===== config.mk =====
export PLATFORM = sky130hd
export DESIGN_NAME = qfau_add
export DESIGN_NICKNAME = d
export VERILOG_FILES = /design/src/sv/qfau_pkg.sv /design/src/sv/qfau_add.sv
export SDC_FILE = /design/constraint.sdc
export NUM_CORES = 2
export LEC_CHECK = 0
export BUFFER_PORTS_ARGS = -buffer_cell sky130_fd_sc_hd__buf_2
export CORE_UTILIZATION = 43
export CTS_CLUSTER_SIZE = 28
export DETAILED_ROUTE_END_ITERATION = 8
export PLACE_DENSITY = 0.63
export SLEW_MARGIN = 20
export SYNTH_ARGS = -nofsm -noshare
export SYNTH_HDL_FRONTEND = slang
export SYNTH_SLANG_ARGS = --single-unit

===== constraint.sdc =====
create_clock -name clk -period 5.84 [get_ports clk]
set_input_delay 0.584 -clock clk [delete_from_list [all_inputs] [get_ports clk]]
set_output_delay 0.584 -clock clk [all_outputs]
set_load 0.005 [all_outputs]

===== src/sv/qfau_pkg.sv =====
// ----------------------------------------------------------------------------
// qfau_pkg: shared types and constants of the quad float arithmetic unit
// Operation codes, quad word types, exponent constants and pipeline depth.
// ----------------------------------------------------------------------------
package qfau_pkg;

  typedef logic [127:0] quad_t;
  typedef logic [112:0] mant_t;
  typedef logic [14:0]  qexp_t;

  typedef enum logic [2:0] {
    OP_ADD    = 3'd0,
    OP_SUB    = 3'd1,
    OP_MUL    = 3'd2,
    OP_NEG    = 3'd3,
    OP_GT     = 3'd4,
    OP_EQ     = 3'd5,
    OP_FR_DBL = 3'd6,
    OP_TO_DBL = 3'd7
  } op_t;

  typedef enum logic [1:0] {
    MK_NORM = 2'd0,
    MK_ZERO = 2'd1,
    MK_INF  = 2'd2
  } mul_kind_t;

  typedef struct packed {
    logic valid;
    op_t  op;
  } stage_ctl_t;

  localparam int unsigned EXP_BIAS   = 16383;
  localparam int unsigned EXP_MAX    = 32767;
  localparam int unsigned ADD_CUTOFF = 110;
  localparam int unsigned SUB_CUTOFF = 112;
  localparam int unsigned PIPE_DEPTH = 5;

  localparam logic [63:0] REBIAS     = 64'h3C00000000000000;
  localparam logic [63:0] HALF_ULP_D = 64'h0800000000000000;

endpackage


===== src/sv/qfau_add.sv =====
// ----------------------------------------------------------------------------
// qfau_add: five-stage add/subtract pipeline
// Order operands, align, add or subtract, count leading zeros, normalize.
// ----------------------------------------------------------------------------
module qfau_add (
  input  logic           clk,
  input  qfau_pkg::quad_t a_i,
  input  qfau_pkg::quad_t b_i,
  output qfau_pkg::quad_t sum_o
);
  import qfau_pkg::*;

  // stage 1: order by magnitude
  logic  sa, sb, swap;
  qexp_t ea, eb;
  mant_t ma, mb;
  logic  s1_sl_r, s1_sub_r;
  qexp_t s1_el_r, s1_d_r;
  mant_t s1_ml_r, s1_mt_r;

  assign sa   = a_i[127];
  assign sb   = b_i[127];
  assign ea   = a_i[126:112];
  assign eb   = b_i[126:112];
  assign ma   = {1'b1, a_i[111:0]};
  assign mb   = {1'b1, b_i[111:0]};
  assign swap = (ea < eb) || ((ea == eb) && (mb > ma));

  always_ff @(posedge clk) begin
    s1_sub_r <= sa ^ sb;
    if (swap) begin
      s1_sl_r <= sb;
      s1_el_r <= eb;
      s1_d_r  <= eb - ea;
      s1_ml_r <= mb;
      s1_mt_r <= ma;
    end else begin
      s1_sl_r <= sa;
      s1_el_r <= ea;
      s1_d_r  <= ea - eb;
      s1_ml_r <= ma;
      s1_mt_r <= mb;
    end
  end

  // stage 2: align the trailing mantissa
  logic  s2_sl_r, s2_sub_r, s2_far_r;
  qexp_t s2_el_r;
  mant_t s2_ml_r, s2_mt_r;

  always_ff @(posedge clk) begin
    s2_sl_r  <= s1_sl_r;
    s2_sub_r <= s1_sub_r;
    s2_el_r  <= s1_el_r;
    s2_far_r <= s1_sub_r ? (s1_d_r >= 15'(SUB_CUTOFF)) : (s1_d_r >= 15'(ADD_CUTOFF));
    s2_ml_r  <= s1_ml_r;
    s2_mt_r  <= s1_mt_r >> s1_d_r;
  end

  // stage 3: add or subtract
  logic         s3_sl_r, s3_sub_r, s3_far_r;
  qexp_t        s3_el_r;
  mant_t        s3_ml_r;
  logic [113:0] s3_r_r;

  always_ff @(posedge clk) begin
    s3_sl_r  <= s2_sl_r;
    s3_sub_r <= s2_sub_r;
    s3_far_r <= s2_far_r;
    s3_el_r  <= s2_el_r;
    s3_ml_r  <= s2_ml_r;
    s3_r_r   <= s2_sub_r ? ({1'b0, s2_ml_r} - {1'b0, s2_mt_r})
                         : ({1'b0, s2_ml_r} + {1'b0, s2_mt_r});
  end

  // stage 4: leading zero count of the difference
  logic [6:0]   pos;
  logic         s4_sl_r, s4_sub_r, s4_far_r, s4_zero_r;
  qexp_t        s4_el_r;
  mant_t        s4_ml_r;
  logic [113:0] s4_r_r;
  logic [6:0]   s4_lzc_r;

  always_comb begin
    pos = '0;
    for (int i = 0; i < 113; i++) begin
      if (s3_r_r[i]) pos = 7'(i);
    end
  end

  always_ff @(posedge clk) begin
    s4_sl_r   <= s3_sl_r;
    s4_sub_r  <= s3_sub_r;
    s4_far_r  <= s3_far_r;
    s4_el_r   <= s3_el_r;
    s4_ml_r   <= s3_ml_r;
    s4_r_r    <= s3_r_r;
    s4_zero_r <= (s3_r_r == '0);
    s4_lzc_r  <= 7'd112 - pos;
  end

  // stage 5: normalize and pack
  logic [15:0]  e_up;
  logic [113:0] r_rs, r_ls;
  qexp_t        e_dn;
  quad_t        res;
  quad_t        s5_res_r;

  always_comb begin
    e_up = {1'b0, s4_el_r} + 16'd1;
    r_rs = s4_r_r >> 1;
    r_ls = s4_r_r << s4_lzc_r;
    e_dn = s4_el_r - {8'd0, s4_lzc_r};
    if (s4_far_r) begin
      res = {s4_sl_r, s4_el_r, s4_ml_r[111:0]};
    end else if (!s4_sub_r) begin
      if (s4_r_r[113]) begin
        if (e_up > 16'(EXP_MAX)) res = {s4_sl_r, 15'h7FFF, 112'd0};
        else res = {s4_sl_r, e_up[14:0], r_rs[111:0]};
      end else begin
        res = {s4_sl_r, s4_el_r, s4_r_r[111:0]};
      end
    end else if (s4_zero_r || ({8'd0, s4_lzc_r} > s4_el_r)) begin
      res = '0;
    end else begin
      res = {s4_sl_r, e_dn, r_ls[111:0]};
    end
  end

  always_ff @(posedge clk) begin
    s5_res_r <= res;
  end

  assign sum_o = s5_res_r;

endmodule


# [Yosys cells after proc, flatten, opt, wreduce, memory -nomap -nowiden]
# Cells that the tools add are included.
[word_totals] ff_bits=1126 in_bits=257 out_inout_bits=128 wordCells=172
[classes] addsub=7 magnitude_cmp=6 n_eq_ne=1 n_shift=2 muxes=124 bitwise_logic=1 reduce_logical=4
[op_table] cell="7-bit 2-to-1 mux" count=111
[op_table] cell="128-bit 2-to-1 mux" count=3
[op_table] cell="127-bit 2-to-1 mux" count=2
[op_table] cell="112-bit 2-to-1 mux" count=2
[op_table] cell="113-bit by 113-bit adder with 114-bit output" count=1
[op_table] cell="114-bit zero test" count=1
[op_table] cell="114-bit 2-to-1 mux" count=1
[op_table] cell="114-bit by 7-bit << shifter with 112-bit output" count=1
[op_table] cell="113-bit by 113-bit subtractor with 114-bit output" count=1
[op_table] cell="113-bit greater-than comparator" count=1
[op_table] cell="113-bit by 15-bit right shift with 113-bit output" count=1
[op_table] cell="15-bit by 7-bit greater-or-equal comparator with 1-bit output (second input constant)" count=2
[op_table] cell="15-bit 2-to-1 mux" count=2
[op_table] cell="15-bit subtractor" count=2
[op_table] cell="15-bit by 1-bit adder with 16-bit output (second input constant)" count=1
[op_table] cell="16-bit by 15-bit greater-than comparator with 1-bit output (second input constant)" count=1
[op_table] cell="15-bit == test" count=1
[op_table] cell="7-bit by 15-bit greater-than comparator with 1-bit output" count=1
[op_table] cell="15-bit less-than comparator" count=1
[op_table] cell="15-bit by 7-bit subtractor with 15-bit output" count=1
[op_table] cell="7-bit subtractor (first input constant)" count=1
[op_table] cell="1-bit 2-to-1 mux" count=3
[op_table] cell="1-bit logical OR" count=2
[op_table] cell="1-bit logical AND" count=1
[op_table] cell="1-bit bitwise XOR" count=1

# [Logic depth before layout (Yosys ltp)]
[logic_depth] ltp_word=113 ltp_mapped=25 depth_no_buf=24

# [Least setup slack after synthesis]
# Ideal clock, no wire load.
[synth_path] path_kind="reg-to-reg" from="register s2_mt_r[15]" to="register s3_r_r[113]" setup_ps=72 arrival_ps=5783 required_time_ps=5768 path_slack_ps=-15 path_stages_with_launch=24 n_path_buf=0 period_less_slack_ps=5855 path_cell_list="dfxtp_1 -> or4_1 -> nor4_1 -> nand2_1 -> or4_4 -> nor2_2 -> and2_2 -> nand2_2 -> or3_4 -> nor2_1 -> nor2_1 -> xnor2_1 -> ha_1 -> and3_1 -> a221o_1 -> a21o_1 -> a211o_1 -> o2111ai_1 -> o21bai_1 -> a211o_2 -> o311a_1 -> a311o_1 -> a211oi_2 -> xor2_1"
[synth_via] elab_chain_cells=2 elab_cells_between_ends=3 cone_classes="add/sub: 2; mux: 1"
[synth_rtl] element="start: declaration" line_no="qfau_add.sv:49" source="mant_t s2_ml_r, s2_mt_r;"
[synth_rtl] element="start signal: assignment" line_no="qfau_add.sv:57" source="s2_mt_r <= s1_mt_r >> s1_d_r;"
[synth_rtl] element="113-bit by 113-bit adder with 114-bit output / 113-bit by 113-bit subtractor with 114-bit output (equally long branches)" line_no="qfau_add.sv:73, qfau_add.sv:72"
[synth_rtl] element="114-bit 2-to-1 mux *" line_no="qfau_add.sv:72" source="s3_r_r <= s2_sub_r ? ({1'b0, s2_ml_r} - {1'b0, s2_mt_r})"
[synth_rtl] element="end signal: assignment" line_no="qfau_add.sv:72"
[synth_rtl] element="end: declaration" line_no="qfau_add.sv:64" source="logic [113:0] s3_r_r;"
# Every way passes the cells marked *; elsewhere a longest branch is shown, timed or not.

# [Worst setup path after layout]
[layout_path] from="register s2_mt_r[3]" to="register s3_r_r[113]"
# Same word-level chain as after synthesis.

==> reports/metrics.csv <==
stage;metric;value;unit
status;run_status;complete, no violations;
die;initial_core_util;0.4349;
critical_path;crit_fanout;2;
critical_path;crit_slowest_cell;or4_4;
final_layout;finish.utilization;0.5011;
die;die_w;372.6;µm
clock_tree;insertion_delay;0.77;ns
job;max_cap_viol_count;0;
grt;grt_pass1_wl;324.0;mm
critical_path;worst-endpoint-required;6.53;ns
logic_synthesis;synth_ff_type;dfxtp_1;
grt;overflow;0;
clock_tree;ctsLongestPathBuffers;3;
critical_path;ff2ff_setup_slack;0.008;ns
logic_synthesis;synthCells;6750;
timing;skew;0.06570;ns
power;p_per_area;563.0;nW/µm²
grt;grt_pass1_vias;49574;
detailed_routing;wirelength;225.2;mm
logic_synthesis;synth_top_cell_area_share;0.3807;
logic_synthesis;synth_nets;7275;
clock_tree;cts-root-buf;clkbuf_16;
die;die_area;138800;µm²
logic_synthesis;async_flop_share;0;
placed_design;pre_cts_slack;-0.2142;ns
critical_path;timing.rr.start;s2_mt_r[3]$_SDFF_PP0_;
critical_path;end_kind;register;
timing;timing.fmax;171.5;MHz
logic_synthesis;yosys.area.top_type;dfxtp_1;
critical_path;r2r-end;s3_r_r[113]$_DFF_P_;
power;peakVddDrop;0.3688;mV
clock_tree;numCtsBuffers;110;
grt;grt_use_total;0.3147;
timing;setup_ws;0.007757;ns
detailed_routing;dr.pass1.iters;6;
final_layout;area_delta_synth_final;15.23;%
final_layout;nFillCells;13010;
die;core_area;135800;µm²
grt;grt_max_degree;97;
critical_path;crit_type;reg -> reg;
logic_synthesis;syn_area_per_cell;8.749;µm²
critical_path;crit_end;s3_r_r[113]$_DFF_P_;
clock_tree;cts_sinks;1123;
logic_synthesis;synth_commonest_cells;1123 x dfxtp_1, 852 x nand2_1, 705 x nor2_1;
die;rows;135;
timing;min_period;5.832;ns
placed_design;dp_hpwl;180.6;mm
final_layout;nets;7608;
critical_path;crit_start;s2_mt_r[3]$_SDFF_PP0_;
logic_synthesis;yosys_warnings;0;
timing;drv_slew;0;
final_layout;drive_gt1_frac;0.1781;
clock_tree;cts.clk_slew.worst_paths;0.06;ns
clock_tree;cts_tree;yes;
clock_tree;h-tree-depth;3;
critical_path;cp_slowest_stage_delay;0.53;ns
final_layout;fin_area;68050;µm²
timing;fin_crit_sh;0.9987;
clock_tree;hold_buffers;0;
timing;max_slew_margin;0.2677;
detailed_routing;vias_per_cell;5.895;
detailed_routing;wire_per_inst;25.12;µm
detailed_routing;vias;52867;
logic_synthesis;synthesis.area;59060;µm²
detailed_routing;ant_nets;0;
power;power.leakage;29.32;nW
grt;antenna_found_initial;32;
logic_synthesis;synth_edf_count;0;
hold_path;min_path_type;in -> reg;
timing;rsz0062_at_grt;true;
logic_synthesis;synth-seq-cells;1123;
timing;final-setup-viol-count;0;
critical_path;arrival;6.52;ns
detailed_routing;drtIter0Drc;6235;
placed_design;place.port_buffers;384;
critical_path;r2r_cells;22;
logic_synthesis;yosysSeqAreaShare;0.3807;
timing;hold_viol;0;
logic_synthesis;synth.most_common_cell;dfxtp_1;
placed_design;gp_congestion;1.049;
timing;worst_pin_slew;1.098;ns
placed_design;dpl_cell_area;63570;µm²
logic_synthesis;synthDistinctLibCells;100;
logic_synthesis;synth_area_leaders;dfxtp_1 38%, mux4_2 6.4%, ha_1 5.6%, nand2_1 5.4%, mux2i_1 4.6%;
power;power;38.32;mW
die;ios;385;
detailed_routing;drc;0;
die;die-height;372.6;µm
critical_path;worstPathCellList;or4_4, or3_4, or4_4, nor2_4, and2_2, nand2_2, or3_4, nor2_1, nor2_1, xnor2_1, ha_1, and3_1, a221o_1, a21o_1, a211o_1, o2111ai_1, o21bai_1, a211o_4, o311a_4, a311o_1, a211oi_2, xor2_1;
critical_path;crit_path_start_kind;register;
-- cell type report --
cell class | instances | area, µm² | area share
Clock buffer | 132 | 2975 | 0.04372
Inverter | 246 | 928.4 | 0.01364
Multi-Input combinational cell | 4968 | 34330 | 0.5044
Tap cell | 1781 | 2228 | 0.03275
Antenna cell | 11 | 27.53 | 0.0004045
Timing Repair Buffer | 634 | 3872 | 0.05690
Clock inverter | 73 | 1165 | 0.01712
Sequential cell | 1123 | 22530 | 0.3310
-- worst min-delay path by stage --
| stage | from | to | cells past startpoint |
|---|---|---|---|
| after floorplan | s1_el_r[0]$_DFF_P_ | s2_el_r[0]$_DFF_P_ | 0 |
| after global placement | s3_sub_r$_DFF_P_ | s4_sub_r$_DFF_P_ | 0 |
| after detailed placement | s3_sub_r$_DFF_P_ | s4_sub_r$_DFF_P_ | 0 |
| after CTS | b_i[98] | s1_ml_r[98]$_DFF_P_ | 3 |
| after global routing | b_i[79] | s1_ml_r[79]$_DFF_P_ | 3 |
| final | b_i[90] | s1_ml_r[90]$_DFF_P_ | 3 |
-- report_power, final --
group | total (mW) | leakage, nW | switching [mW] | internal (mW)
clock network | 7.85 | 1.98 | 3.21 | 4.64
logic | 18.6 | 17.9 | 11.6 | 7.00
registers | 11.8 | 9.44 | 2.43 | 9.41
-- metal layers --
layer / vias up / share of wire / global-route usage
met2: 2332 / 0.43 / 0.4785
met4: 2 / 0.050 / 0.1489
li1: 24951 / - / -
met1: 25142 / 0.44 / 0.4379
met3: 440 / 0.078 / 0.04457
met5: - / 0.000080 / 0
-- cells in the final DEF (no fill, tap or decap), types with 235 or more instances in the layout --
master,instances
a21oi_1,405
buf_2,384
buf_4,242
dfxtp_1,1105
ha_1,263
inv_1,235
mux2i_1,269
nand2_1,848
nor2_1,700
o21ai_0,480
-- sequential cells by signal (all words and copies together) (netlist names), 7 cells and up --
signal	cells
sum_o	128
s4_r_r	114
s3_r_r	114
s4_lzc_r	7
s2_ml_r	112
s4_ml_r	112
s3_ml_r	112
s2_el_r	15
s4_el_r	15
s1_ml_r	112
s3_el_r	15
s1_d_r	15
s1_el_r	15
s2_mt_r	113
s1_mt_r	112
-- cells by family (layout without fill, tap and decap cells) --
group | count (synthesis) | count (layout) | synth area share
simple gates | 2100 | 2100 | 0.1546
fa+ha+maj | 268 | 268 | 0.05729
compound gates | 1767 | 1767 | 0.1894
xor+xnor | 241 | 241 | 0.03587
buf+inv | 659 | 1085 | 0.04301
flops | 1123 | 1123 | 0.3807
mux | 592 | 592 | 0.1392
other cells | 0 | 11 | 0
-- per-stage QoR --
| step | hold slack [ns] | setup TNS (ns) | cells |
|---|---|---|---|
| 3_5_place_dp | 0.3118 | -0.5904 | 8746 |
| 2_1_floorplan | 0.3096 | 0 | 6750 |
| 4_1_cts | 0.02153 | 0 | 8951 |
| 5_1_grt | 0.07256 | -0.6639 | 8963 |
| 3_3_place_gp | 0.3100 | -0.2701 | 8746 |
| 6_report | 0.06844 | 0 | 8968 |
-- critical path: cells and delay by family (launching register included) --
kind | cells | cell delay [ns]
flip-flops | 1 | 0.31
XOR/XNOR | 2 | 0.30
AND/OR/NAND/NOR | 10 | 2.52
AO/OA/AOI/OAI | 9 | 2.38
adder cells (fa/ha/maj) | 1 | 0.29
-- timing repair --
item,4_1_cts,5_1_grt
gates cloned,0,0
resized for setup,9,49
setup buffers,0,6
pin swaps,0,20
setup endpoints to repair,8,29
Power figures use the tool's default switching activity.
